--- src/rtl/omd_pkg.sv ---
`default_nettype none
package omd_pkg;

   // sine fraction bits and derived widths
   localparam int SINE_FRAC_BITS = 14;
   localparam int SHIFT_SINE     = 16 - SINE_FRAC_BITS;
   localparam int SMAG_W         = SINE_FRAC_BITS + 1;
   localparam int POW_W          = 7;
   localparam int QW             = POW_W + SINE_FRAC_BITS;
   localparam int NUM_W          = SMAG_W + POW_W;
   localparam int REM_W          = SINE_FRAC_BITS + 2;
   localparam int WW             = SINE_FRAC_BITS + 18;
   localparam int CNT_W          = $clog2(QW);
   localparam int GAIN_W         = 12;

   // register indexes
   localparam logic [1:0] REG_GYRO_KP = 2'd0;
   localparam logic [1:0] REG_GYRO_KD = 2'd1;
   localparam logic [1:0] REG_GOAL_KP = 2'd2;
   localparam logic [1:0] REG_GOAL_KD = 2'd3;

   // quarter-wave sine, round(sin(k deg) * 65536)
   localparam logic [16:0] QSINE [0:90] = '{
      17'd0, 17'd1144, 17'd2287, 17'd3430, 17'd4572, 17'd5712, 17'd6850, 17'd7987,
      17'd9121, 17'd10252, 17'd11380, 17'd12505, 17'd13626, 17'd14742, 17'd15855,
      17'd16962, 17'd18064, 17'd19161, 17'd20252, 17'd21336, 17'd22415, 17'd23486,
      17'd24550, 17'd25607, 17'd26656, 17'd27697, 17'd28729, 17'd29753, 17'd30767,
      17'd31772, 17'd32768, 17'd33754, 17'd34729, 17'd35693, 17'd36647, 17'd37590,
      17'd38521, 17'd39441, 17'd40348, 17'd41243, 17'd42126, 17'd42995, 17'd43852,
      17'd44695, 17'd45525, 17'd46341, 17'd47143, 17'd47930, 17'd48703, 17'd49461,
      17'd50203, 17'd50931, 17'd51643, 17'd52339, 17'd53020, 17'd53684, 17'd54332,
      17'd54963, 17'd55578, 17'd56175, 17'd56756, 17'd57319, 17'd57865, 17'd58393,
      17'd58903, 17'd59396, 17'd59870, 17'd60326, 17'd60764, 17'd61183, 17'd61584,
      17'd61965, 17'd62328, 17'd62672, 17'd62997, 17'd63303, 17'd63589, 17'd63856,
      17'd64104, 17'd64332, 17'd64540, 17'd64729, 17'd64898, 17'd65047, 17'd65177,
      17'd65287, 17'd65376, 17'd65446, 17'd65496, 17'd65526, 17'd65536
   };

   // wheel angle offsets
   localparam logic [9:0] WHEEL_OFS [0:3] = '{10'd50, 10'd310, 10'd130, 10'd230};

   // datapath operations
   typedef enum logic [3:0] {
      OP_NONE, OP_LOAD, OP_PD_MUL, OP_PD_ACC, OP_SINE, OP_MUL, OP_DINIT,
      OP_DSTEP, OP_DSTORE, OP_MIX, OP_MAX, OP_ADJ, OP_FIN
   } op_type;

   typedef struct packed {
      op_type     op;
      logic [1:0] idx;
   } cmd_type;

   typedef struct packed {
      logic out_free;
   } stat_type;

   typedef struct packed {
      logic              neg;
      logic [SMAG_W-1:0] mag;
   } sine_type;

   // signed sine of an angle up to 1023 degrees
   function automatic sine_type sine_q(input logic [9:0] ang);
      logic [9:0]  a;
      logic [6:0]  qi;
      logic [16:0] v;
      sine_type    s;
      a = ang;
      if (a >= 10'd720) a = a - 10'd720;
      else if (a >= 10'd360) a = a - 10'd360;
      s.neg = 1'b0;
      if (a >= 10'd180) begin
         a = a - 10'd180;
         s.neg = 1'b1;
      end
      qi = (a <= 10'd90) ? a[6:0] : 7'(10'd180 - a);
      v = QSINE[qi];
      v = (v + 17'((1 << SHIFT_SINE) >> 1)) >> SHIFT_SINE;
      s.mag = v[SMAG_W-1:0];
      return s;
   endfunction

endpackage
`default_nettype wire

--- src/rtl/omni_drive_mixer_pd_heading.sv ---
// items are handled one at a time: a new input word is taken only after the previous
// item has handed its result to the output register; the shared restoring divider
//   works out 21 quotient bits per wheel, four wheels in turn
// a finished result waits in the output register while the next item runs
// reset: synchronous, restores default gains and clears the previous error
`default_nettype none
module omni_drive_mixer_pd_heading import omd_pkg::*; (
   input  wire logic        clock,
   input  wire logic        reset,
   input  wire logic        req_tvalid,
   output logic             req_tready,
   input  wire logic [31:0] req_tdata,  // heading_deg, direction_deg, drive_power
   input  wire logic [0:0]  req_tuser,  // use_goal_gains
   output logic             rsp_tvalid,
   input  wire logic        rsp_tready,
   output logic [31:0]      rsp_tdata,  // wheel_a, wheel_b, wheel_c, wheel_d
   input  wire logic        csr_valid,
   output logic             csr_ready,
   input  wire logic [1:0]  csr_index,
   input  wire logic [11:0] csr_data
);

   cmd_type  cmd;
   stat_type stat;

   assign csr_ready = 1'b1;

   // sequencer
   omd_ctrl u_ctrl (
      .clock      (clock),
      .reset      (reset),
      .req_tvalid (req_tvalid),
      .req_tready (req_tready),
      .stat       (stat),
      .cmd        (cmd)
   );

   // arithmetic and registers
   omd_dp u_dp (
      .clock        (clock),
      .reset        (reset),
      .cmd          (cmd),
      .stat         (stat),
      .in_goal      (req_tuser[0]),
      .in_heading   (req_tdata[8:0]),
      .in_direction (req_tdata[17:9]),
      .in_power     (req_tdata[24:18]),
      .csr_we       (csr_valid),
      .csr_index    (csr_index),
      .csr_data     (csr_data),
      .rsp_tvalid   (rsp_tvalid),
      .rsp_tready   (rsp_tready),
      .rsp_tdata    (rsp_tdata)
   );

endmodule
`default_nettype wire

--- src/rtl/omd_ctrl.sv ---
`default_nettype none
module omd_ctrl import omd_pkg::*; (
   input  wire logic clock,
   input  wire logic reset,
   input  wire logic req_tvalid,
   output logic      req_tready,
   input  stat_type  stat,
   output cmd_type   cmd
);

   typedef enum logic [3:0] {
      S_IDLE, S_PD_MUL, S_PD_ACC, S_SINE, S_MUL, S_DINIT, S_DSTEP, S_DSTORE,
      S_MIX, S_MAX, S_ADJ, S_FIN
   } state_type;

   state_type        state_ff;
   logic [1:0]       idx_ff;
   logic [CNT_W-1:0] cnt_ff;

   // sequencer
   always_ff @(posedge clock) begin
      if (reset) begin
         state_ff <= S_IDLE;
         idx_ff   <= 2'd0;
         cnt_ff   <= '0;
      end else begin
         unique case (state_ff)
            S_IDLE: if (req_tvalid) state_ff <= S_PD_MUL;
            S_PD_MUL: state_ff <= S_PD_ACC;
            S_PD_ACC: begin
               state_ff <= S_SINE;
               idx_ff   <= 2'd0;
            end
            S_SINE: begin
               idx_ff <= idx_ff + 2'd1;
               if (idx_ff == 2'd3) state_ff <= S_MUL;
            end
            S_MUL: state_ff <= S_DINIT;
            S_DINIT: begin
               state_ff <= S_DSTEP;
               cnt_ff   <= CNT_W'(QW - 1);
            end
            S_DSTEP: begin
               cnt_ff <= cnt_ff - CNT_W'(1);
               if (cnt_ff == '0) state_ff <= S_DSTORE;
            end
            S_DSTORE: begin
               idx_ff   <= idx_ff + 2'd1;
               state_ff <= (idx_ff == 2'd3) ? S_MIX : S_MUL;
            end
            S_MIX: state_ff <= S_MAX;
            S_MAX: state_ff <= S_ADJ;
            S_ADJ: state_ff <= S_FIN;
            S_FIN: if (stat.out_free) state_ff <= S_IDLE;
            default: state_ff <= S_IDLE;
         endcase
      end
   end

   // command decode
   always_comb begin
      cmd.idx = idx_ff;
      unique case (state_ff)
         S_IDLE:   cmd.op = req_tvalid ? OP_LOAD : OP_NONE;
         S_PD_MUL: cmd.op = OP_PD_MUL;
         S_PD_ACC: cmd.op = OP_PD_ACC;
         S_SINE:   cmd.op = OP_SINE;
         S_MUL:    cmd.op = OP_MUL;
         S_DINIT:  cmd.op = OP_DINIT;
         S_DSTEP:  cmd.op = OP_DSTEP;
         S_DSTORE: cmd.op = OP_DSTORE;
         S_MIX:    cmd.op = OP_MIX;
         S_MAX:    cmd.op = OP_MAX;
         S_ADJ:    cmd.op = OP_ADJ;
         S_FIN:    cmd.op = stat.out_free ? OP_FIN : OP_NONE;
         default:  cmd.op = OP_NONE;
      endcase
   end

   assign req_tready = (state_ff == S_IDLE);

   a_busy_after_accept: assert property (@(posedge clock) disable iff (reset)
      (req_tvalid && req_tready) |=> !req_tready)
      else $error("input taken while item in progress");
   a_fin_holds: assert property (@(posedge clock) disable iff (reset)
      (state_ff == S_FIN && !stat.out_free) |=> state_ff == S_FIN)
      else $error("result dropped while output full");
   a_last_wheel: assert property (@(posedge clock) disable iff (reset)
      (state_ff == S_DSTORE && idx_ff == 2'd3) |=> state_ff == S_MIX)
      else $error("wheel sequence broken");

endmodule
`default_nettype wire

--- src/rtl/omd_dp.sv ---
`default_nettype none
module omd_dp import omd_pkg::*; (
   input  wire logic              clock,
   input  wire logic              reset,
   input  cmd_type                cmd,
   output stat_type               stat,
   input  wire logic              in_goal,
   input  wire logic [8:0]        in_heading,
   input  wire logic [8:0]        in_direction,
   input  wire logic [POW_W-1:0]  in_power,
   input  wire logic              csr_we,
   input  wire logic [1:0]        csr_index,
   input  wire logic [GAIN_W-1:0] csr_data,
   output logic                   rsp_tvalid,
   input  wire logic              rsp_tready,
   output logic [31:0]            rsp_tdata
);

   logic [GAIN_W-1:0]        gyro_kp_ff, gyro_kd_ff, goal_kp_ff, goal_kd_ff;
   logic                     goal_ff;
   logic signed [8:0]        err_ff, prev_ff;
   logic [8:0]               dir_ff;
   logic [POW_W-1:0]         pow_ff;
   logic signed [21:0]       pprod_ff;
   logic signed [15:0]       pd_ff;
   logic [SMAG_W-1:0]        smag_ff [0:3];
   logic [3:0]               sneg_ff;
   logic [SMAG_W-1:0]        m_ff;
   logic [NUM_W-1:0]         num_ff;
   logic [REM_W-1:0]         rem_ff;
   logic [QW-1:0]            dvd_ff;
   logic signed [WW-1:0]     w_ff [0:3];
   logic [WW-1:0]            top_ff;
   logic                     rsp_tvalid_ff;
   logic [31:0]              rsp_tdata_ff;

   logic signed [9:0]        hd_ext, err_wrap;
   logic [GAIN_W-1:0]        kp_sel, kd_sel;
   logic signed [21:0]       pprod_c;
   logic signed [9:0]        ediff;
   logic signed [22:0]       dprod_c;
   logic signed [23:0]       acc_c;
   logic [23:0]              acc_mag;
   logic [15:0]              acc_sh;
   sine_type                 sine_c;
   logic [NUM_W+SINE_FRAC_BITS-1:0] full_c;
   logic [REM_W-1:0]         trial_c;
   logic                     qbit_c;
   logic signed [WW-1:0]     q_ext, pds_c;
   logic [WW-1:0]            mag_c [0:3];
   logic [WW-1:0]            max01_c, max23_c;
   logic [WW-1:0]            diff_c;
   logic [7:0]               r_c [0:3];

   // gain registers
   always_ff @(posedge clock) begin
      if (reset) begin
         gyro_kp_ff <= 12'd307;
         gyro_kd_ff <= 12'd870;
         goal_kp_ff <= 12'd128;
         goal_kd_ff <= 12'd256;
      end else if (csr_we) begin
         unique case (csr_index)
            REG_GYRO_KP: gyro_kp_ff <= csr_data;
            REG_GYRO_KD: gyro_kd_ff <= csr_data;
            REG_GOAL_KP: goal_kp_ff <= csr_data;
            REG_GOAL_KD: goal_kd_ff <= csr_data;
            default: ;
         endcase
      end
   end

   // heading wrap and pd terms
   always_comb begin
      hd_ext   = signed'({1'b0, in_heading});
      err_wrap = (in_heading > 9'd180) ? hd_ext - 10'sd360 : hd_ext;
      kp_sel   = goal_ff ? goal_kp_ff : gyro_kp_ff;
      kd_sel   = goal_ff ? goal_kd_ff : gyro_kd_ff;
      pprod_c  = err_ff * signed'({1'b0, kp_sel});
      ediff    = 10'(err_ff) - 10'(prev_ff);
      dprod_c  = ediff * signed'({1'b0, kd_sel});
      acc_c    = 24'(pprod_ff) + 24'(dprod_c);
      acc_mag  = acc_c[23] ? 24'(-acc_c) : 24'(acc_c);
      acc_sh   = 16'(acc_mag >> 8);
   end

   // wheel sine and divider step
   always_comb begin
      sine_c  = sine_q(10'(dir_ff) + WHEEL_OFS[cmd.idx]);
      full_c  = {num_ff, {SINE_FRAC_BITS{1'b0}}};
      trial_c = {rem_ff[REM_W-2:0], dvd_ff[QW-1]};
      qbit_c  = (trial_c >= REM_W'(m_ff));
      q_ext   = signed'(WW'(dvd_ff));
      pds_c   = WW'(pd_ff) <<< SINE_FRAC_BITS;
   end

   // magnitudes, peak and excess
   always_comb begin
      for (int i = 0; i < 4; i++) begin
         mag_c[i] = w_ff[i][WW-1] ? WW'(-w_ff[i]) : WW'(w_ff[i]);
      end
      max01_c = (mag_c[0] > mag_c[1]) ? mag_c[0] : mag_c[1];
      max23_c = (mag_c[2] > mag_c[3]) ? mag_c[2] : mag_c[3];
      diff_c  = ((top_ff >> SINE_FRAC_BITS) - WW'(100)) << SINE_FRAC_BITS;
   end

   // final truncation, clamp and output sign
   always_comb begin
      for (int i = 0; i < 4; i++) begin
         logic [WW-1:0] rm;
         logic [7:0]    rs;
         rm = mag_c[i] >> SINE_FRAC_BITS;
         rs = (rm > WW'(100)) ? 8'd100 : rm[7:0];
         if (w_ff[i][WW-1] ^ (i >= 2)) r_c[i] = 8'(-rs);
         else r_c[i] = rs;
      end
   end

   // datapath registers
   always_ff @(posedge clock) begin
      if (reset) begin
         prev_ff <= '0;
      end else begin
         unique case (cmd.op)
            OP_LOAD: begin
               goal_ff <= in_goal;
               err_ff  <= err_wrap[8:0];
               dir_ff  <= in_direction;
               pow_ff  <= in_power;
               m_ff    <= '0;
            end
            OP_PD_MUL: pprod_ff <= pprod_c;
            OP_PD_ACC: begin
               pd_ff   <= acc_c[23] ? 16'(-signed'(acc_sh)) : signed'(acc_sh);
               prev_ff <= err_ff;
            end
            OP_SINE: begin
               smag_ff[cmd.idx] <= sine_c.mag;
               sneg_ff[cmd.idx] <= sine_c.neg;
               if (sine_c.mag > m_ff) m_ff <= sine_c.mag;
            end
            OP_MUL: num_ff <= NUM_W'(smag_ff[cmd.idx] * pow_ff);
            OP_DINIT: begin
               rem_ff <= REM_W'(full_c >> QW);
               dvd_ff <= full_c[QW-1:0];
            end
            OP_DSTEP: begin
               rem_ff <= qbit_c ? trial_c - REM_W'(m_ff) : trial_c;
               dvd_ff <= {dvd_ff[QW-2:0], qbit_c};
            end
            OP_DSTORE: w_ff[cmd.idx] <= sneg_ff[cmd.idx] ? q_ext : -q_ext;
            OP_MIX: begin
               w_ff[0] <= w_ff[0] - pds_c;
               w_ff[1] <= w_ff[1] + pds_c;
               w_ff[2] <= w_ff[2] + pds_c;
               w_ff[3] <= w_ff[3] - pds_c;
            end
            OP_MAX: top_ff <= (max01_c > max23_c) ? max01_c : max23_c;
            OP_ADJ: begin
               if (top_ff > (WW'(100) << SINE_FRAC_BITS)) begin
                  for (int i = 0; i < 4; i++) begin
                     w_ff[i] <= (w_ff[i] > 0) ? w_ff[i] - signed'(diff_c)
                                              : w_ff[i] + signed'(diff_c);
                  end
               end
            end
            OP_FIN: rsp_tdata_ff <= {r_c[3], r_c[2], r_c[1], r_c[0]};
            default: ;
         endcase
      end
   end

   // output word register
   always_ff @(posedge clock) begin
      if (reset) begin
         rsp_tvalid_ff <= 1'b0;
      end else if (cmd.op == OP_FIN) begin
         rsp_tvalid_ff <= 1'b1;
      end else if (rsp_tready) begin
         rsp_tvalid_ff <= 1'b0;
      end
   end

   assign rsp_tvalid    = rsp_tvalid_ff;
   assign rsp_tdata     = rsp_tdata_ff;
   assign stat.out_free = !rsp_tvalid_ff || rsp_tready;

   a_fin_sets_valid: assert property (@(posedge clock) disable iff (reset)
      (cmd.op == OP_FIN) |=> rsp_tvalid_ff)
      else $error("result word not presented");
   a_fin_when_free: assert property (@(posedge clock) disable iff (reset)
      (cmd.op == OP_FIN) |-> (!rsp_tvalid_ff || rsp_tready))
      else $error("result word overwritten");
   a_divisor_nonzero: assert property (@(posedge clock) disable iff (reset)
      (cmd.op == OP_DINIT) |-> (m_ff != '0))
      else $error("zero divisor in wheel scaling");

endmodule
`default_nettype wire

--- config.mk ---
export PLATFORM = sky130hd
export DESIGN_NAME = omni_drive_mixer_pd_heading
export DESIGN_NICKNAME = d
export VERILOG_FILES = /design/src/rtl/omd_pkg.sv /design/src/rtl/omni_drive_mixer_pd_heading.sv /design/src/rtl/omd_ctrl.sv /design/src/rtl/omd_dp.sv
export SDC_FILE = /design/constraint.sdc
export NUM_CORES = 2
export LEC_CHECK = 0
export ABC_AREA = 1
export BUFFER_PORTS_ARGS = -buffer_cell sky130_fd_sc_hd__buf_2
export CAP_MARGIN = 40
export CORE_MARGIN = 10
export CORE_UTILIZATION = 40
export CTS_BUF_LIST = sky130_fd_sc_hd__clkbuf_4 sky130_fd_sc_hd__clkbuf_8 sky130_fd_sc_hd__clkbuf_16
export DETAILED_ROUTE_END_ITERATION = 10
export PLACE_DENSITY = 0.65
export RECOVER_POWER = 100
export SETUP_SLACK_MARGIN = 0.3
export SLEW_MARGIN = 30
export SYNTH_ARGS = -nofsm -noshare
export SYNTH_HDL_FRONTEND = slang
export SYNTH_HIERARCHICAL = 1
export SYNTH_SLANG_ARGS = --single-unit
--- constraint.sdc ---
create_clock -name clock -period 9.1 [get_ports clock]
set_input_delay 1.365 -clock clock [delete_from_list [all_inputs] [get_ports clock]]
set_output_delay 1.365 -clock clock [all_outputs]
set_load 0.01 [all_outputs]
After elaboration in Yosys (flattened, before gate mapping)
Memory sizes are Yosys's and may differ from the RTL's. A register that Yosys moved wholly into a read port is not among the register bits. Index checks and enable logic that the tools add are counted. Widths: inputs -> output; s select.

Add/subtract/negate cells: 36. $mul: 3. Eq/ne operators: 32. Bitwise operators: 7. Multiplexer cells: 80. Reduce and logical (&&, ||, !) cells: 27. Order comparisons: 23.

Operator list (number): $mux 32 (17); $add 32x32->32 (4); $gt 32x1->1 const B (4); $neg 32->32 (4); $sub 32x32->32 (4); $gt 32x32->1 (3); $pmux 4 s12 (2); $gt 18x7->1 const B (4); $add 32x30->32 (2); $mux 8 (8); $sub 32x30->32 (2); $pmux 15 s2 (2); $mux 10 (5); $pmux 21 s2 (1); $eq 4x4->1 const B (9); $mux 17 (2); $eq 4x3->1 const B (8); $gt 32x21->1 const B (1); $neg 21->32 (1); $neg 8->8 (4); $reduce_or 32->1 (1); $mux 15 (2); $add 22x23->24 (1); $mux 12 (2); 62 further kinds (115).

Word-level logic and storage cells: 233. Memory bits (read-only): 2176. Register bits after elaboration: 274. Input bits: 52. RAM bits: 188. Output and inout port bits: 35. Memories: 3.

Memory list: (no name shown) (words 128, width 17, read ports 1, clocked after Yosys merged registers in 0, write ports 0, line omd_pkg.sv:77) `v = QSINE[qi];`; u_dp.w_ff (words 4, width 32, read ports 4, clocked after Yosys merged registers in 0, write ports 4, line omd_dp.sv:32) `logic signed [WW-1:0] w_ff [0:3];`; u_dp.smag_ff (words 4, width 15, read ports 1, clocked after Yosys merged registers in 1, write ports 1, line omd_dp.sv:26) `logic [SMAG_W-1:0] smag_ff [0:3];`.

Longest topological paths before layout
Word-level depth: 20. Mapped depth: 58.

By module
The synthesis kept the hierarchy.

By module, submodules not included: omd_dp (area each 46269.4 um^2, times used 1, cells an instance 5904); omd_ctrl (area each 698.2 um^2, times used 1, cells an instance 110); omni_drive_mixer_pd_heading (area each 11.3 um^2, times used 1, cells an instance 2).

Worst setup path before layout
Ideal clock, no wire load.

Path type: flip-flop to flip-flop. Start point: register u_dp.err_ff[2]. End point: register u_dp.pd_ff[14], data pin. Data required time: 8.831 ns. Arrival time: 8.369 ns. Cell stages (with the launch flop): 53. Path buffers: 2. Setup slack: 0.462 ns. Cell sequence: edfxtp_1 > ha_1 > nand2_1 > nor2_1 > a211oi_1 > or2_2 > nand2_1 > a21oi_1 > nor2_1 > o21ai_0 > nand2_1 > nand2_1 > nand4_1 > o21ai_0 > clkbuf_1 > nand2_1 > fa_1 > inv_1 > [... 17 more ...] > nand3_1 > nand2_1 > or2_2 > nand2_1 > clkbuf_1 > nor2_1 > xor2_1 > ha_1 > inv_1 > nor2_1 > nand2_1 > nor3_1 > nand3_1 > nor2_1 > nand2_1 > xnor2_1 > nand2_1 > o21ai_0.

Cells in the longest elaborated chain, start to end: 7.

Ends and longest elaborated chain: from (decl) (line omd_dp.sv:21) `logic signed [8:0] err_ff, prev_ff;`; from (signal assigned) (line omd_dp.sv:127) `err_ff <= err_wrap[8:0];`; $sub 9x9->10 * (line omd_dp.sv:80) `ediff = 10'(err_ff) - 10'(prev_ff);`; $mul 10x13->23 * (line omd_dp.sv:81) `dprod_c = ediff * signed'({1'b0, kd_sel});`; $add 22x23->24 * (line omd_dp.sv:82) `acc_c = 24'(pprod_ff) + 24'(dprod_c);`; $neg 24->24 (line omd_dp.sv:83) `acc_mag = acc_c[23] ? 24'(-acc_c) : 24'(acc_c);`; $mux 24 (line omd_dp.sv:83); $neg 16->16 (line omd_dp.sv:134) `pd_ff <= acc_c[23] ? 16'(-signed'(acc_sh)) : signed'(acc_sh);`; $mux 16 * (line omd_dp.sv:134); to (signal assigned) (line omd_dp.sv:134); to (decl) (line omd_dp.sv:25) `logic signed [15:0] pd_ff;`.

Every way passes the cells marked *; elsewhere a longest branch is shown, timed or not. A chain may end at the register's enable or synchronous reset.

Worst setup path after layout
Start point: register u_dp.err_ff[0]. End point: register u_dp.pd_ff[13], data pin.

Same word-level chain as after synthesis.

==> reports/results.txt <==
status: finished, violations left
failing checks: capacitance limit, slew limit
worst r2r path cells: 52
clock-pin transition on the worst setup and hold timing paths: 0.06 ns
first-pass GRT wire length: 211 mm
max cap viols: 7
H-Tree Depth: 2
FF-to-FF Start: u_dp/err_ff[0]
non-filler cells in the finished layout: 7711
relative slew slack: -70.8%
Mapped Nets: 6785
Seq/Total Area, Yosys: 28.1%
fmax: 119 MHz
slowest CP cell: fa_1
Rows: 125
placed inst area: 49600 um2
WP buf/inv: 9
TritonCTS clock tree: built
nets@finish: 6912
Initial Util: 40.4%
clk_lat worst skew: 0.66 ns
Setup Viol. Count Final: 0
Synth Area in XOR/XNOR: 6.36%
CP peak stage delay: 0.54 ns
dpl cells: 7588
cell taking the most area after synthesis: edfxtp_1
drc violations: 0
main combinational cell family by area after synthesis: adder cells
RSZ-0062 raised after global routing: yes
All-Layer GR Usage: 19.9%
most instantiated library cell after synthesis: nand2_1
DIE AREA: 132000 um2
CP Launch Type: flop
fill count: 11600
Arrival @ worst endpoint: 8.82 ns
Netlist cell types: 63
layout cells sized above 1: 6.84%
hold crit path type: reg2reg
complex-gate fraction of the synthesized area: 11.5%
syn_area_per_cell: 7.81 um2
WL per Instance: 17.3 um
Post-synth EDFFs: 393
hold path startpoint: u_dp/goal_kd_ff[5]
Clock Path Buffers: 3
max-slew violations: 210
Die Ht: 363 um
number of stages on the worst setup path: 52
Die X: 363 um
area share of fa/ha/maj cells after synthesis: 23.0%
period utilization: 92.6%
Synth top cells by count: nand2_1 (1235), inv_1 (965), nor2_1 (533), ha_1 (471), o21ai_0 (416)
DR vias/cell: 5.26
Area Overhead vs Synth: 10.1%
largest net degree at the start of global routing: 60
area of the mapped netlist: 47000 um2
via count: 40600
Critical Path RT: 9.50 ns
WHS Path Cells: 2
mux cell area share after synthesis: 0%
Crit. Startpoint: u_dp/err_ff[0]
Largest delay share family, worst path: adder cells
Inserted Diodes: 0
drt pass-1 iters: 6
Yosys warning count: 6
gpl congestion: 0.947
Post-Route WL: 134 mm
antenna violations before repair: 4
Synth Area in Simple Gates: 21.8%
Yosys top cell area share: 25.1%
Initial DRC Count: 2993
gr ovfl total: 0
post-DP HPWL: 107 mm
cell area after layout: 51700 um2
Buffers on Ports: 78
actual slew at the worst max-slew pin: 2.56 ns
Num CTS Buffers: 57
top cells by area, synth: edfxtp_1 (25%), ha_1 (13%), fa_1 (10%)
ys flop type: edfxtp_1
R2R setup slack: 0.68 ns
# IOs: 87
crit path kind: reg2reg
core area: 116000 um2
CTS Sinks: 462
final hold violation count: 0
Synth Instances: 6016
vias in the first global route: 38900
Period minus WS final: 8.42 ns
CP Max Fanout: 5
asr flop ratio synth: 0%
Final Skew: 0.0364 ns
Most common cell on crit path: nand2_1
antenna-violating nets left: 0
setup TNS: 0 ns
root buf cell: clkbuf_16
synthesized flop and latch total: 462
CP endpoint kind: flop
==> timing repair <==
item / CTS / global route
hold buffers: 0 / 0
pin swaps: 1 / 45
setup buffers: 2 / 15
endpoints found under the setup margin: 7 / 57
gates cloned: 0 / 1
gates resized for setup: 5 / 83
endpoints found under the hold margin: 0 / 0
==> final timing paths <==
| kind | end |
|---|---|
| min reg2reg | u_dp/goal_kd_ff[5] |
| min | u_dp/goal_kd_ff[5] |
| max | u_dp/pd_ff[13] |
| max reg2reg | u_dp/pd_ff[13] |
==> cell usage in the layout (no fill, tap or decap), types with 18 or more instances in the layout <==
master and instances:
o21ai_0 408, a21oi_1 353, nand2_1 1223, fa_1 242, ha_1 464, nor3_1 78, dfxtp_1 68, a22oi_1 36
or2_2 34, clkbuf_1 72, xor2_1 253, buf_4 89, nand2_2 44, clkbuf_16 61, o21bai_1 24, nand3_1 315
inv_1 963, o211ai_1 27, nor2_1 528, buf_2 39, o21ai_1 18, nand4_1 37, edfxtp_1 393, nor4_1 29
clkinv_1 18, xnor2_1 82
==> flip-flops by register name, summed over array words and instances (netlist names), 15 cells and up <==
name and flops:
u_dp/dvd_ff 21, u_dp/w_ff 128, u_dp/rsp_tdata 32, u_dp/smag_ff 60, u_dp/rem_ff 15, u_dp/top_ff 32, u_dp/num_ff 22, u_dp/pd_ff 16
u_dp/m_ff 15, u_dp/pprod_ff 22
==> worst reg2reg max path: cells and delay by family (launching register included) <==
family	cells	cell delay, ns
AND/OR/NAND/NOR	26	2.80
buffers and inverters	9	0.65
XOR/XNOR	2	0.34
adder cells (fa/ha/maj)	8	3.14
flip-flops	1	0.39
AO/OA/AOI/OAI	7	0.89
==> stage by stage <==
stage                     setup WS [ns]  util, %  hold slack [ns]
final                             0.677     44.4            0.451
after detailed placement         0.0568     42.7            0.440
after global routing             0.0506     44.4            0.467
after global placement            0.134     42.5            0.436
after floorplan                   0.462        -            0.424
after CTS                         0.304     44.3            0.453
==> metal layers <==
| metal | part of all wire [%] | track usage, % | vias up |
|---|---|---|---|
| met4 | 2.9 | 5.65 | 6 |
| li1 | - | - | 20000 |
| met3 | 6.8 | 2.60 | 222 |
| met2 | 45 | 32.4 | 1226 |
| met1 | 45 | 27.3 | 19200 |
| met5 | 0.033 | 0 | - |
==> layout make-up <==
type	count	area (um2)	area share, %
clock buffers	70	1600	3.09
clock inverters	33	340	0.658
inverters	991	3730	7.21
multi-input cells	4425	29700	57.5
flip-flops and latches	462	13200	25.5
well taps	1524	1910	3.69
repair buffers	206	1220	2.36
==> cell families after synthesis <==
family	count (synthesis)
and+or+nand+nor	2385
buffers and inverters	1129
AOI/OAI and AO/OA	981
adders and majority gates	717
DFF	462
xor gates and xnor gates	341
other	1
Power is left out: the tool's default activity adds up to more than one toggle a clock period on the data nets, which glitch-free logic cannot reach.
